File: src/rtl/pngad_pkg.sv
package pngad_pkg;

    // Walk position inside the file
    typedef enum logic [1:0] {
        PHASE_SIG  = 2'd0,
        PHASE_LEN  = 2'd1,
        PHASE_TYPE = 2'd2,
        PHASE_SKIP = 2'd3
    } phase_t;

    typedef enum logic [1:0] {
        VERDICT_UNDECIDED = 2'd0,
        VERDICT_ANIMATED  = 2'd1,
        VERDICT_STILL     = 2'd2
    } verdict_t;

    localparam logic [31:0] TAG_ACTL = 32'h6163_544C;
    localparam logic [31:0] TAG_IDAT = 32'h4944_4154;

    // Length field is four bytes; the type's last byte arrives at count three
    localparam logic [2:0] LEN_BYTES = 3'd4;
    localparam logic [2:0] TYPE_LAST = 3'd3;

    // CRC trails the chunk data
    localparam logic [32:0] CRC_BYTES = 33'd4;

endpackage

File: src/rtl/pngad_walker.sv
module pngad_walker (
    input  logic                 aclk,
    input  logic                 aresetn,
    input  logic                 take,
    input  logic [7:0]           data_byte,
    input  logic                 start_of_file,
    output pngad_pkg::verdict_t  verdict_next
);

    pngad_pkg::phase_t   phase_reg, phase_next;
    logic [2:0]          count_reg, count_next;
    logic [31:0]         length_reg, length_next;
    logic [23:0]         type_reg, type_next;
    logic [32:0]         skip_reg, skip_next;
    pngad_pkg::verdict_t decision_reg, decision_next;

    always_ff @(posedge aclk) begin
        if (!aresetn) begin
            phase_reg    <= pngad_pkg::PHASE_SIG;
            count_reg    <= 3'd0;
            length_reg   <= 32'd0;
            type_reg     <= 24'd0;
            skip_reg     <= 33'd0;
            decision_reg <= pngad_pkg::VERDICT_UNDECIDED;
        end else if (take) begin
            phase_reg    <= phase_next;
            count_reg    <= count_next;
            length_reg   <= length_next;
            type_reg     <= type_next;
            skip_reg     <= skip_next;
            decision_reg <= decision_next;
        end
    end

    always_comb begin
        logic [2:0]  count_inc;
        logic [31:0] tag;
        logic [32:0] skip_dec;

        // Start of file restarts the walk before this byte is taken
        if (start_of_file) begin
            phase_next    = pngad_pkg::PHASE_SIG;
            count_next    = 3'd0;
            length_next   = 32'd0;
            type_next     = 24'd0;
            skip_next     = 33'd0;
            decision_next = pngad_pkg::VERDICT_UNDECIDED;
        end else begin
            phase_next    = phase_reg;
            count_next    = count_reg;
            length_next   = length_reg;
            type_next     = type_reg;
            skip_next     = skip_reg;
            decision_next = decision_reg;
        end

        count_inc = count_next + 3'd1;
        tag       = {type_next, data_byte};
        skip_dec  = (skip_next != 33'd0) ? skip_next - 33'd1 : skip_next;

        if (decision_next == pngad_pkg::VERDICT_UNDECIDED) begin
            case (phase_next)
                pngad_pkg::PHASE_SIG: begin
                    count_next = count_inc;
                    // Eight bytes wrap the count back to zero
                    if (count_inc == 3'd0) begin
                        phase_next  = pngad_pkg::PHASE_LEN;
                        length_next = 32'd0;
                    end
                end
                pngad_pkg::PHASE_LEN: begin
                    length_next = {length_next[23:0], data_byte};
                    count_next  = count_inc;
                    if (count_inc == pngad_pkg::LEN_BYTES) begin
                        phase_next = pngad_pkg::PHASE_TYPE;
                        count_next = 3'd0;
                        type_next  = 24'd0;
                    end
                end
                pngad_pkg::PHASE_TYPE: begin
                    if (count_next < pngad_pkg::TYPE_LAST) begin
                        type_next  = {type_next[15:0], data_byte};
                        count_next = count_inc;
                    end else begin
                        count_next = 3'd0;
                        if (tag == pngad_pkg::TAG_ACTL) begin
                            decision_next = pngad_pkg::VERDICT_ANIMATED;
                        end else if (tag == pngad_pkg::TAG_IDAT) begin
                            decision_next = pngad_pkg::VERDICT_STILL;
                        end else begin
                            skip_next  = {1'b0, length_next} + pngad_pkg::CRC_BYTES;
                            phase_next = pngad_pkg::PHASE_SKIP;
                        end
                    end
                end
                pngad_pkg::PHASE_SKIP: begin
                    skip_next = skip_dec;
                    if (skip_dec == 33'd0) begin
                        phase_next  = pngad_pkg::PHASE_LEN;
                        count_next  = 3'd0;
                        length_next = 32'd0;
                    end
                end
                default: begin
                    phase_next = pngad_pkg::PHASE_SIG;
                end
            endcase
        end

        verdict_next = decision_next;
    end

endmodule

File: src/rtl/png_chunk_animation_detector.sv
// Channel  | Direction | Ports                                   | Word
// ---------+-----------+-----------------------------------------+----------------------------
// s_       | in        | s_valid s_ready s_data_byte s_start_of_file | one file byte
// m_       | out       | m_valid m_ready m_verdict               | verdict after that byte
//
// One byte per cycle sustained while m_ready stays high; an accepted byte passes
// through the input register, then the walker update is written into the result register.
// Walker state advances only as a byte moves from the input to the result register.
// Reset (aresetn low, synchronous) empties both registers and restarts the walk.
// A stalled m_ready holds the result register; s_ready drops once the input
// register is also full.
module png_chunk_animation_detector (
    input  logic       aclk,
    input  logic       aresetn,
    input  logic       s_valid,
    output logic       s_ready,
    input  logic [7:0] s_data_byte,
    input  logic       s_start_of_file,
    output logic       m_valid,
    input  logic       m_ready,
    output logic [1:0] m_verdict
);

    // Input register
    logic       in_valid_reg, in_valid_next;
    logic [7:0] in_byte_reg;
    logic       in_sof_reg;

    // Result register
    logic                out_valid_reg, out_valid_next;
    pngad_pkg::verdict_t out_verdict_reg;

    pngad_pkg::verdict_t verdict_next;
    logic                advance;

    // Move a byte into the result register whenever that register is free
    assign advance = in_valid_reg && (!out_valid_reg || m_ready);
    assign s_ready = !in_valid_reg || advance;

    always_comb begin
        in_valid_next = in_valid_reg;
        if (advance) begin
            in_valid_next = 1'b0;
        end
        if (s_valid && s_ready) begin
            in_valid_next = 1'b1;
        end

        out_valid_next = out_valid_reg;
        if (out_valid_reg && m_ready) begin
            out_valid_next = 1'b0;
        end
        if (advance) begin
            out_valid_next = 1'b1;
        end
    end

    always_ff @(posedge aclk) begin
        if (!aresetn) begin
            in_valid_reg  <= 1'b0;
            out_valid_reg <= 1'b0;
        end else begin
            in_valid_reg  <= in_valid_next;
            out_valid_reg <= out_valid_next;
        end
    end

    // Payload: hold unless a new word is taken
    always_ff @(posedge aclk) begin
        if (s_valid && s_ready) begin
            in_byte_reg <= s_data_byte;
            in_sof_reg  <= s_start_of_file;
        end
        if (advance) begin
            out_verdict_reg <= verdict_next;
        end
    end

    pngad_walker u_walker (
        .aclk          (aclk),
        .aresetn       (aresetn),
        .take          (advance),
        .data_byte     (in_byte_reg),
        .start_of_file (in_sof_reg),
        .verdict_next  (verdict_next)
    );

    assign m_valid   = out_valid_reg;
    assign m_verdict = out_verdict_reg;

endmodule

File: config.mk
export PLATFORM = sky130hd
export DESIGN_NAME = png_chunk_animation_detector
export DESIGN_NICKNAME = d
export VERILOG_FILES = /design/src/rtl/pngad_pkg.sv /design/src/rtl/pngad_walker.sv /design/src/rtl/png_chunk_animation_detector.sv
export SDC_FILE = /design/constraint.sdc
export NUM_CORES = 1
export LEC_CHECK = 0
export BUFFER_PORTS_ARGS = -buffer_cell sky130_fd_sc_hd__buf_2
export CORE_ASPECT_RATIO = 1.25
export CORE_MARGIN = 3
export CORE_UTILIZATION = 30
export CTS_CLUSTER_DIAMETER = 120
export DETAILED_ROUTE_END_ITERATION = 16
export SLEW_MARGIN = 20
export SYNTH_ARGS = -nofsm -noshare
export SYNTH_HDL_FRONTEND = slang
export SYNTH_SLANG_ARGS = --single-unit
File: constraint.sdc
create_clock -name aclk -period 5.3 [get_ports aclk]
set_input_delay 1.325 -clock aclk [delete_from_list [all_inputs] [get_ports aclk]]
set_output_delay 1.325 -clock aclk [all_outputs]
set_load 0.01 [all_outputs]
==> reports/metrics.yaml, run 1 <==
rr_startpoint: "in_sof_reg"
worst_setup_hold_path_clk_slew_ns: 0.09
wl_met3_mm: 1.436
most_instantiated_library_cell_after_synthesis: "sky130_fd_sc_hd__dfxtp_1"
maximum_number_of_pins_on_one_net_before_global_route_repair: 36
setup_tns_ns: 0
ys_async_sr_fraction_pct: 0
hold_viol_final: 0
portBuffers: 16
synth-seq-area-share_pct: 31.79
antenna_found_initial: 0
outcome: "complete, no violations"
yosysTopAreaCellShare_pct: 27.21
cts.hold.buffers_added: 0
critical_path.cell_chain: "buf_4 -> a31oi_1 -> nor4_1 -> buf_4 -> xor2_1 -> o31ai_1 -> nand2_1 -> o31ai_4 -> buf_4 -> a211oi_2"
fillers: 2433
synth_enable_flop_cells: 11
std_cell_rows: 62
cts_setup_buffers: 0
hold_depth: 2
via_count_of_the_first_global_routing_pass: 6555
vdd.ir_drop.worst_uv: 141.8
area_delta_synth_final_pct: 7.879
synth_area_leaders: "sky130_fd_sc_hd__dfxtp_1, sky130_fd_sc_hd__nand2_1, sky130_fd_sc_hd__edfxtp_1, sky130_fd_sc_hd__nor2_1, sky130_fd_sc_hd__a22oi_1"
cell_seen_most_often_among_critical_path_stages: "sky130_fd_sc_hd__buf_4"
syn_area_per_cell_sq_um: 8.028
fp.coreArea_sq_um: 23270
antenna_cells: 0
worstHoldPathType: "flip-flop to flip-flop"
period_needed_ns: 3.896
vias_per_cell: 6.045
fin_worst_setup_slack_ns: 1.404
average_routed_wire_per_standard_cell_microns: 19.52
maximum_fanout_count_along_the_critical_path: 35
dp_hpwl_mm: 16.49
grt_setup_unrepaired: "false"
grt_usage_pct: 17.72
drt_drc_violations_left: 0
finalHoldWorstSlack_ns: 0.4784
post_cts.resized_instances: 0
crit_path_start_kind: "flip-flop"
floorplan.initialDensity_pct: 30.98
routed-via-count: 7012
clock-skew-final_ns: 0.01436
reg2reg_depth: 10
netlist-cell-type-count: 87
globalRouteOverflowTotal: 0
detailedRoute.firstPassIterationCount: 6
slowest_delay_ns: 0.82
placement.cell_area_sq_um: 7448
holdPathEnd: "u_walker.count_reg[1]"
worst_ep_required_time_ns: 5.53
max-slew-margin-rel_pct: 21.30
clock_tree.htree_level_count: 3
grt_pass1_wl_mm: 36.48
p_leak_uw: 0.002580
setup_viol: 0
synth_fp_nets: 920
largest_register_ff_count: 33
tightestPinTransition_ns: 1.165
ff2ff_setup_slack_ns: 1.40
post-synth-top-area-cell: "sky130_fd_sc_hd__dfxtp_1"
die_width_microns: 144.7
met1_length_mm: 9.463
multiInputGateArea_sq_um: 4517
fin_crit_sh_pct: 73.52
design_area_sq_um: 7777
drtIter0Drc: 786
worst-path-buf-inv: 3
yosys_register_bits: 109
worstSetupPathType: "flip-flop to flip-flop"
critical_path.top_delay_family: "buffers and inverters"
cpMaxStageDelayCell: "sky130_fd_sc_hd__edfxtp_1"
crit_arrival_ns: 4.13
synthCells: 898
power.density_nw_per_um2: 237.7
synthFlopType: "sky130_fd_sc_hd__dfxtp_1"
ant_nets: 0
fmax_ghz: 0.2566
clk_latency_ns: 0.37
synth.cells.most_frequent: "sky130_fd_sc_hd__dfxtp_1, sky130_fd_sc_hd__nand2_1, sky130_fd_sc_hd__nor2_1"
wirelength_mm: 22.64
io-pin-count: 17
top_signal_layer_used: "met4"
endpoint_kind: "flip-flop"
rr_endpoint: "u_walker.length_reg[14]"
die_area_sq_um: 25940
met2_wirelength_from_detailed_routing_mm: 10.64
synth_area_sq_um: 7209
dieHeight_microns: 179.3
cts_num_sinks: 109
clk_path_buf_depth: 2
tritoncts.num_buffers: 9
finish.net_count: 889
regArea_sq_um: 2292
yosysWarningCount: 0
clock-root-buffer: "sky130_fd_sc_hd__clkbuf_16"
place_ws_ns: 1.441
max_cap_viol_count: 0
worst_hold_launch: "u_walker.count_reg[1]"
post_route_cells_drive_above_1_share_pct: 12.16
globalplace.congestion: 0.9221
clock_tree_from_tritoncts: "built"
timing_max_transition_violations_final: 0
-- report_power, final --
group	internal (uW)	total, uW	switching (uW)
Combinational	81.5	248	166
Sequential	843	858	15.1
Clock	352	742	391
-- layout by cell type (no fill, tap or decap), types with 4 or more instances in the layout --
master / Yosys / layout
sky130_fd_sc_hd__a21o_1: 4 / 4
sky130_fd_sc_hd__xor2_1: 10 / 10
sky130_fd_sc_hd__nor4_4: 4 / 4
sky130_fd_sc_hd__or3_1: 13 / 13
sky130_fd_sc_hd__ha_1: 9 / 9
sky130_fd_sc_hd__edfxtp_1: 11 / 11
sky130_fd_sc_hd__nor4bb_1: 4 / 4
sky130_fd_sc_hd__inv_1: 22 / 21
sky130_fd_sc_hd__o31a_1: 4 / 4
sky130_fd_sc_hd__a2bb2oi_1: 27 / 27
sky130_fd_sc_hd__or4_1: 8 / 8
sky130_fd_sc_hd__nor4_1: 15 / 15
sky130_fd_sc_hd__o21ai_2: 28 / 28
sky130_fd_sc_hd__nor2_1: 83 / 82
sky130_fd_sc_hd__mux2i_1: 10 / 10
sky130_fd_sc_hd__nor4b_1: 4 / 4
sky130_fd_sc_hd__xnor2_1: 15 / 15
sky130_fd_sc_hd__a211oi_1: 15 / 15
sky130_fd_sc_hd__clkbuf_16: 0 / 9
sky130_fd_sc_hd__a21oi_1: 52 / 51
sky130_fd_sc_hd__nand2b_1: 5 / 5
sky130_fd_sc_hd__nand3_1: 26 / 26
sky130_fd_sc_hd__nand2_1: 90 / 90
sky130_fd_sc_hd__dfxtp_1: 98 / 98
sky130_fd_sc_hd__a22oi_1: 35 / 35
sky130_fd_sc_hd__and2_1: 11 / 11
sky130_fd_sc_hd__o2111ai_1: 8 / 8
sky130_fd_sc_hd__buf_4: 0 / 15
sky130_fd_sc_hd__a2111oi_0: 7 / 7
sky130_fd_sc_hd__a32oi_1: 5 / 5
sky130_fd_sc_hd__nor3_1: 27 / 27
sky130_fd_sc_hd__a31oi_1: 8 / 8
sky130_fd_sc_hd__nand4_1: 9 / 9
sky130_fd_sc_hd__buf_2: 6 / 16
sky130_fd_sc_hd__a221oi_1: 4 / 4
sky130_fd_sc_hd__and3_1: 6 / 6
sky130_fd_sc_hd__o22ai_1: 8 / 8
sky130_fd_sc_hd__o21ai_0: 49 / 48
sky130_fd_sc_hd__nor2b_1: 15 / 15
-- cells by family (layout without fill, tap and decap cells) --
logic type | after synthesis | after routing | synth area share, %
and+or+nand+nor | 345 | 345 | 25.37
AOI/OAI and AO/OA | 303 | 303 | 30.94
DFF | 109 | 109 | 31.79
buffers and inverters | 96 | 70 | 5.744
xor gates and xnor gates | 25 | 25 | 3.037
muxes | 11 | 11 | 1.545
adders and majority gates | 9 | 9 | 1.562
-- layout make-up --
class | count | share of cell area [%]
Clock buffer | 9 | 2.896
Tap cell | 288 | 4.633
Clock inverter | 7 | 1.335
Multi-Input combinational cell | 693 | 58.08
Inverter | 23 | 1.110
Timing Repair Buffer | 31 | 2.477
Sequential cell | 109 | 29.47
-- through the flow --
| stage | std cells | power [uW] | utilization, % |
|---|---|---|---|
| after global placement | 1144 | 1124 | 32.01 |
| after floorplan | 898 | 1054 | - |
| final | 1160 | 1848 | 33.42 |
| after CTS | 1160 | 1864 | 33.42 |
| after detailed placement | 1144 | 1121 | 32.01 |
| after global routing | 1160 | 1918 | 33.42 |
-- worst max-delay path by stage --
stage / from / end / slack (ns) / depth (start not counted)
CTS: u_walker.skip_reg[24] / u_walker.length_reg[14] / 1.41 / 9
detailed placement: u_walker.skip_reg[24] / u_walker.length_reg[14] / 1.44 / 9
floorplan: in_sof_reg / u_walker.skip_reg[16] / 1.30 / 17
finish: in_sof_reg / u_walker.length_reg[14] / 1.40 / 10
global route: u_walker.skip_reg[10] / u_walker.length_reg[14] / 1.13 / 9
global placement: u_walker.skip_reg[0] / u_walker.length_reg[14] / 1.47 / 9
-- metal layers --
layer,up-vias,global-route usage (%)
li1,3316,-
met1,3332,23.14
met2,290,28.13
met3,74,2.962
met4,0,8.904
met5,-,0
-- tightest hold or removal path, cell delays in order (launching register included) --
cell	delay (ns)
sky130_fd_sc_hd__dfxtp_1	0.32
sky130_fd_sc_hd__nand2_1	0.05
sky130_fd_sc_hd__a31oi_1	0.06
No activity file was read; power rests on OpenSTA's default activity.
==> run 2, diff against run 1 <==
--- a/config.mk
+++ b/config.mk
@@ -5,6 +5,7 @@
 export SDC_FILE = /design/constraint.sdc
 export NUM_CORES = 1
 export LEC_CHECK = 0
+export ABC_AREA = 1
 export BUFFER_PORTS_ARGS = -buffer_cell sky130_fd_sc_hd__buf_2
 export CORE_ASPECT_RATIO = 1.25
 export CORE_MARGIN = 3
==> constraint.sdc (replaced) <==
create_clock -name aclk -period 3.8 [get_ports aclk]
set_input_delay 0.95 -clock aclk [delete_from_list [all_inputs] [get_ports aclk]]
set_output_delay 0.95 -clock aclk [all_outputs]
set_load 0.01 [all_outputs]
==> reports/metrics.yaml, run 2 <==
critical_path.cell_chain: "inv_4 -> buf_4 -> buf_6 -> nand2_1 -> nor3_1 -> nor3b_1 -> nand3_1 -> nand2_1 -> nor2_2 -> buf_4 -> a21oi_1 -> o21ai_0 -> nand3_1 -> o211ai_1 -> a21oi_1"
fin_crit_sh_pct: 92.23
synth.cells.most_frequent: "sky130_fd_sc_hd__nand2_1, sky130_fd_sc_hd__a21oi_1, sky130_fd_sc_hd__nor2_1"
synth_area_sq_um: 8484
die_width_microns: 156.4
power_frac_seq_pct: 41.2
synth_enable_flop_cells: 11
p_leak_uw: 0.004032
clock_tree.htree_level_count: 3
max_cap_viol_count: 0
setup_tns_ns: 0
clock-root-buffer: "sky130_fd_sc_hd__clkbuf_16"
layoutNonFillerInstCount: 1760
max-slew-margin-rel_pct: 32.53
grt_pass1_wl_mm: 46.24
clock-skew-final_ns: 0.01421
post-place-cells: 1744
worst_ep_required_time_ns: 4.10
internal-power_uw: 1913
grt_usage_pct: 18.48
synth-seq-area-share_pct: 27.02
clk_path_buf_depth: 2
synth_area_leaders: "sky130_fd_sc_hd__dfxtp_1, sky130_fd_sc_hd__nand2_1, sky130_fd_sc_hd__a21oi_1, sky130_fd_sc_hd__nor2_1, sky130_fd_sc_hd__inv_1"
globalplace.congestion: 0.9425
dp_hpwl_mm: 19.97
synthFlopType: "sky130_fd_sc_hd__dfxtp_1"
yosysTopAreaCellShare_pct: 23.12
worstHoldPathType: "flip-flop to flip-flop"
rr_startpoint: "in_sof_reg"
largest_register_ff_count: 33
worstSetupPathType: "flip-flop to flip-flop"
via_count_of_the_first_global_routing_pass: 9004
power.density_nw_per_um2: 329.0
yosysWarningCount: 0
portBuffers: 16
period_needed_ns: 3.505
finish.net_count: 1427
wirelength_mm: 28.42
synthCells: 1429
cpMaxStageDelayCell: "sky130_fd_sc_hd__edfxtp_1"
netlist-cell-type-count: 44
vias_per_cell: 5.393
syn_area_per_cell_sq_um: 5.937
regArea_sq_um: 2292
yosys_register_bits: 109
setup_viol: 0
average_routed_wire_per_standard_cell_microns: 16.15
ant_nets: 0
hold_viol_final: 0
crit_arrival_ns: 3.80
final_util_pct: 33.17
report.power.total_uw: 3027
floorplan.initialDensity_pct: 30.59
fin_worst_setup_slack_ns: 0.2952
synth_fp_nets: 1451
clk_latency_ns: 0.37
most_instantiated_library_cell_after_synthesis: "sky130_fd_sc_hd__nand2_1"
origin_of_the_worst_setup_path: "in_sof_reg"
tightestPinTransition_ns: 1.011
fp.coreArea_sq_um: 27740
multiInputGateArea_sq_um: 5298
power_frac_clock_pct: 32.9
antenna_found_initial: 0
globalRouteOverflowTotal: 0
switchingPower_uw: 1114
timing_max_transition_violations_final: 0
detailedRoute.firstPassIterationCount: 6
most_used_cells_in_the_layout_excluding_fill_and_tap_cells: "sky130_fd_sc_hd__nand2_1, sky130_fd_sc_hd__a21oi_1, sky130_fd_sc_hd__nor2_1"
maximum_fanout_count_along_the_critical_path: 38
netSwitchingFraction_pct: 36.79
layout_commonest_cell: "sky130_fd_sc_hd__nand2_1"
clock_tree_from_tritoncts: "built"
dieHeight_microns: 194.0
drtIter0Drc: 776
fillers: 3109
worst_hold_launch: "u_walker.count_reg[0]"
maximum_number_of_pins_on_one_net_before_global_route_repair: 141
place_ws_ns: 0.2080
std_cell_rows: 68
post_route_cells_drive_above_1_share_pct: 6.950
cts_num_sinks: 109
slowest_delay_ns: 0.43
antenna_cells: 0
endpoint_kind: "flip-flop"
vdd.ir_drop.worst_uv: 253.3
fmax_ghz: 0.2853
post-synth-top-area-cell: "sky130_fd_sc_hd__dfxtp_1"
routed-via-count: 9492
tritoncts.num_buffers: 9
ys_async_sr_fraction_pct: 0
worst_setup_hold_path_clk_slew_ns: 0.09
area_delta_synth_final_pct: 8.435
grt_setup_unrepaired: "false"
drt_drc_violations_left: 0
crit_path_start_kind: "flip-flop"
outcome: "complete, no violations"
power.combinational.fraction_pct: 25.9
die_area_sq_um: 30350
io-pin-count: 17
==> run 2: cell count changes in the layout (fill, tap and decap cells not counted), moves of 27 or more <==
cell / before / now
sky130_fd_sc_hd__nand2_1: 90 / 409
sky130_fd_sc_hd__a21oi_1: 51 / 186
sky130_fd_sc_hd__inv_1: 21 / 137
sky130_fd_sc_hd__nor2_1: 82 / 144
sky130_fd_sc_hd__nand3_1: 26 / 77
sky130_fd_sc_hd__a22oi_1: 35 / 5
sky130_fd_sc_hd__a2bb2oi_1: 27 / 0
sky130_fd_sc_hd__o211ai_1: 3 / 30
sky130_fd_sc_hd__o21ai_0: 48 / 75
sky130_fd_sc_hd__o21ai_2: 28 / 1
==> run 2: logic make-up (layout without fill, tap and decap cells) <==
logic type	Yosys count	in the layout	synth area share [%]
simple gates	705	705	34.73
compound gates	367	367	24.69
buf+inv	224	205	10.69
flops	109	109	27.02
xor+xnor	15	15	1.548
fa+ha+maj	9	9	1.327
==> run 2: layer usage <==
layer  up-vias  global-route usage [%]  part of all wire [%]
li1       4724                       -                     -
met1      4395                   24.17                    44
met2       307                   30.80                    48
met3        66                   1.898                   5.1
met4         0                   7.752                   3.1
met5         -                       0                     0
==> run 2: final cells by class <==
class	count	area share, %
Clock inverter	7	0.8704
Sequential cell	109	24.92
Inverter	145	5.957
Tap cell	350	4.760
Multi-Input combinational cell	1096	57.58
Clock buffer	9	2.448
Timing Repair Buffer	44	3.468
==> run 2: repair_timing <==
action / 4_1_cts / 5_1_grt
hold buffers: 0 / 0
endpoints found under the setup margin: 0 / 4
buffers inserted: 0 / 0
resized for setup: 0 / 2
==> run 2: power by group through the flow <==
| stage | Clock, uW | Sequential, uW | Combinational [uW] |
|---|---|---|---|
| after floorplan | 0 | 1260 | 574 |
| after global placement | 0 | 1270 | 770 |
| after detailed placement | 0 | 1270 | 770 |
| after CTS | 1030 | 1250 | 774 |
| after global routing | 1060 | 1250 | 872 |
| final | 997 | 1250 | 783 |
==> run 2: final timing paths <==
check | endpoint | slack (ns) | depth (start not counted)
hold reg to reg | u_walker.count_reg[0] | 0.47 | 2
setup / recovery | u_walker.skip_reg[7] | 0.30 | 15
setup reg to reg | u_walker.skip_reg[7] | 0.30 | 15
hold / removal | u_walker.count_reg[0] | 0.47 | 2
==> run 2: stage by stage <==
step	hold slack (ns)	instance area, sq um
floorplan	0.4453	8484
global placement	0.4516	8890
detailed placement	0.4551	8890
CTS	0.4678	9195
global route	0.4833	9200
finish	0.4660	9200
==> run 2: worst max-delay path, delay by kind of cell, from the launching register on <==
| kind | cells | cell delay [ns] |
|---|---|---|
| compound gates | 4 | 0.62 |
| buf+inv | 4 | 1.05 |
| flops | 1 | 0.43 |
| simple gates | 7 | 1.30 |
==> run 3, diff against run 2 <==
--- a/config.mk
+++ b/config.mk
@@ -5,7 +5,6 @@
 export SDC_FILE = /design/constraint.sdc
 export NUM_CORES = 1
 export LEC_CHECK = 0
-export ABC_AREA = 1
 export BUFFER_PORTS_ARGS = -buffer_cell sky130_fd_sc_hd__buf_2
 export CORE_ASPECT_RATIO = 1.25
 export CORE_MARGIN = 3
==> reports/metrics.yaml, run 3 (same netlist as run 1, synthesis figures left out) <==
hold_depth: 2
fillers: 2481
setup_viol: 0
cts_setup_buffers: 0
post_cts.resized_instances: 0
worst-path-buf-inv: 1
internal-power_uw: 1786
fmax_ghz: 0.2773
portBuffers: 16
finalHoldWorstSlack_ns: 0.4742
power_frac_clock_pct: 39.6
most_used_cells_in_the_layout_excluding_fill_and_tap_cells: "sky130_fd_sc_hd__dfxtp_1, sky130_fd_sc_hd__nand2_1, sky130_fd_sc_hd__nor2_1"
maximum_number_of_pins_on_one_net_before_global_route_repair: 48
worstHoldPathType: "flip-flop to flip-flop"
switchingPower_uw: 778.5
detailedRoute.firstPassIterationCount: 9
layout_commonest_cell: "sky130_fd_sc_hd__dfxtp_1"
critical_path.cell_chain: "nor3_1 -> nand3_1 -> a2111oi_0 -> xor2_1 -> nor3_1 -> o2111ai_4 -> o31ai_4 -> buf_12 -> a211oi_2"
endpoint_kind: "flip-flop"
worst_setup_hold_path_clk_slew_ns: 0.08
cell_seen_most_often_among_critical_path_stages: "sky130_fd_sc_hd__nor3_1"
cts_num_sinks: 109
floorplan.initialDensity_pct: 30.98
max-slew-margin-rel_pct: 42.13
multiInputGateArea_sq_um: 4526
crit_arrival_ns: 3.83
vias_per_cell: 5.970
clk_latency_ns: 0.37
finish.net_count: 911
routed-via-count: 7056
die_area_sq_um: 25940
max_cap_viol_count: 0
maximum_fanout_count_along_the_critical_path: 30
clock_tree.htree_level_count: 3
slowest_delay_ns: 0.80
power_frac_seq_pct: 46.6
p_leak_uw: 0.002693
timing_max_transition_violations_final: 0
power.density_nw_per_um2: 321.5
worstSetupPathType: "flip-flop to flip-flop"
globalplace.congestion: 0.9622
clock-root-buffer: "sky130_fd_sc_hd__clkbuf_16"
io-pin-count: 17
regArea_sq_um: 2292
antenna_cells: 0
power.combinational.fraction_pct: 13.8
clk_path_buf_depth: 2
reg2reg_depth: 9
tritoncts.num_buffers: 9
cpMaxStageDelayCell: "sky130_fd_sc_hd__a2111oi_0"
fp.coreArea_sq_um: 23270
area_delta_synth_final_pct: 10.64
ant_nets: 0
worst_ep_required_time_ns: 4.03
tightestPinTransition_ns: 0.8461
std_cell_rows: 62
netSwitchingFraction_pct: 30.36
clock-skew-final_ns: 0.01671
antenna_found_initial: 0
globalRouteOverflowTotal: 0
grt_setup_unrepaired: "false"
outcome: "complete, no violations"
grt_usage_pct: 17.85
drtIter0Drc: 759
wirelength_mm: 22.79
cts.hold.buffers_added: 0
hold_viol_final: 0
largest_register_ff_count: 33
vdd.ir_drop.worst_uv: 209.6
crit_path_start_kind: "flip-flop"
dieHeight_microns: 179.3
grt_pass1_wl_mm: 36.94
dp_hpwl_mm: 16.61
drt_drc_violations_left: 0
post_route_cells_drive_above_1_share_pct: 14.54
average_routed_wire_per_standard_cell_microns: 19.28
via_count_of_the_first_global_routing_pass: 6642
worst-path-stages: 9
setup_tns_ns: 0
final_util_pct: 34.27
die_width_microns: 144.7
clock_tree_from_tritoncts: "built"
critical_path.top_delay_family: "compound AO/OA/AOI/OAI gates"
period_needed_ns: 3.607
fin_crit_sh_pct: 94.91
==> run 3: cell types whose count changed in the layout (fill, tap and decap cells not counted), sizes merged, moves of 16 or more <==
cell / delta
nand2: -336
o211ai: -25
a211oi: +16
a22oi: +30
inv: -120
nand3: -53
a2bb2oi: +27
a21oi: -134
nor2: -71
==> run 3: routing by layer <==
| layer | wire length, microns | vias to the layer above | track usage (%) |
|---|---|---|---|
| li1 | - | 3367 | - |
| met1 | 10010 | 3364 | 23.86 |
| met2 | 10580 | 261 | 28.65 |
| met3 | 1275 | 64 | 2.401 |
| met4 | 923 | 0 | 7.893 |
| met5 | 0 | - | 0 |
==> run 3: power groups by stage <==
stage / clock [uW] / sequential, uW / combinational (uW)
2_1_floorplan: 0 / 1210 / 261
3_5_place_dp: 0 / 1220 / 348
5_1_grt: 1080 / 1200 / 380
6_report: 1020 / 1190 / 353
3_3_place_gp: 0 / 1220 / 354
4_1_cts: 1040 / 1190 / 349
==> run 3: final cells by class <==
class,count,area share (%)
clock buffers,9,2.824
clock inverters,7,1.302
inverters,23,1.082
multi-input cells,693,56.74
flip-flops and latches,109,28.74
well taps,288,4.518
repair buffers,53,4.800
==> run 3: final timing paths <==
path                               from                       to  slack (ns)
setup / recovery  u_walker.skip_reg[11]  u_walker.length_reg[14]        0.19
hold / removal    u_walker.count_reg[1]    u_walker.count_reg[1]        0.47
setup reg to reg  u_walker.skip_reg[11]  u_walker.length_reg[14]        0.19
hold reg to reg   u_walker.count_reg[1]    u_walker.count_reg[1]        0.47
==> run 3: metrics by stage <==
stage / total power [uW] / worst slack, ns / area, sq um / cells
2_1_floorplan: 1473 / 0.009049 / 7238 / 898
3_3_place_gp: 1575 / 0.2537 / 7647 / 1166
3_5_place_dp: 1570 / 0.3223 / 7647 / 1166
4_1_cts: 2584 / 0.2843 / 7976 / 1182
5_1_grt: 2657 / 0.01503 / 7976 / 1182
6_report: 2564 / 0.1934 / 7976 / 1182
==> run 3: worst min-delay path, cell delays in order (launching register included) <==
cell and delay (ns):
sky130_fd_sc_hd__dfxtp_1 0.32, sky130_fd_sc_hd__nand2_1 0.05, sky130_fd_sc_hd__a31oi_1 0.06
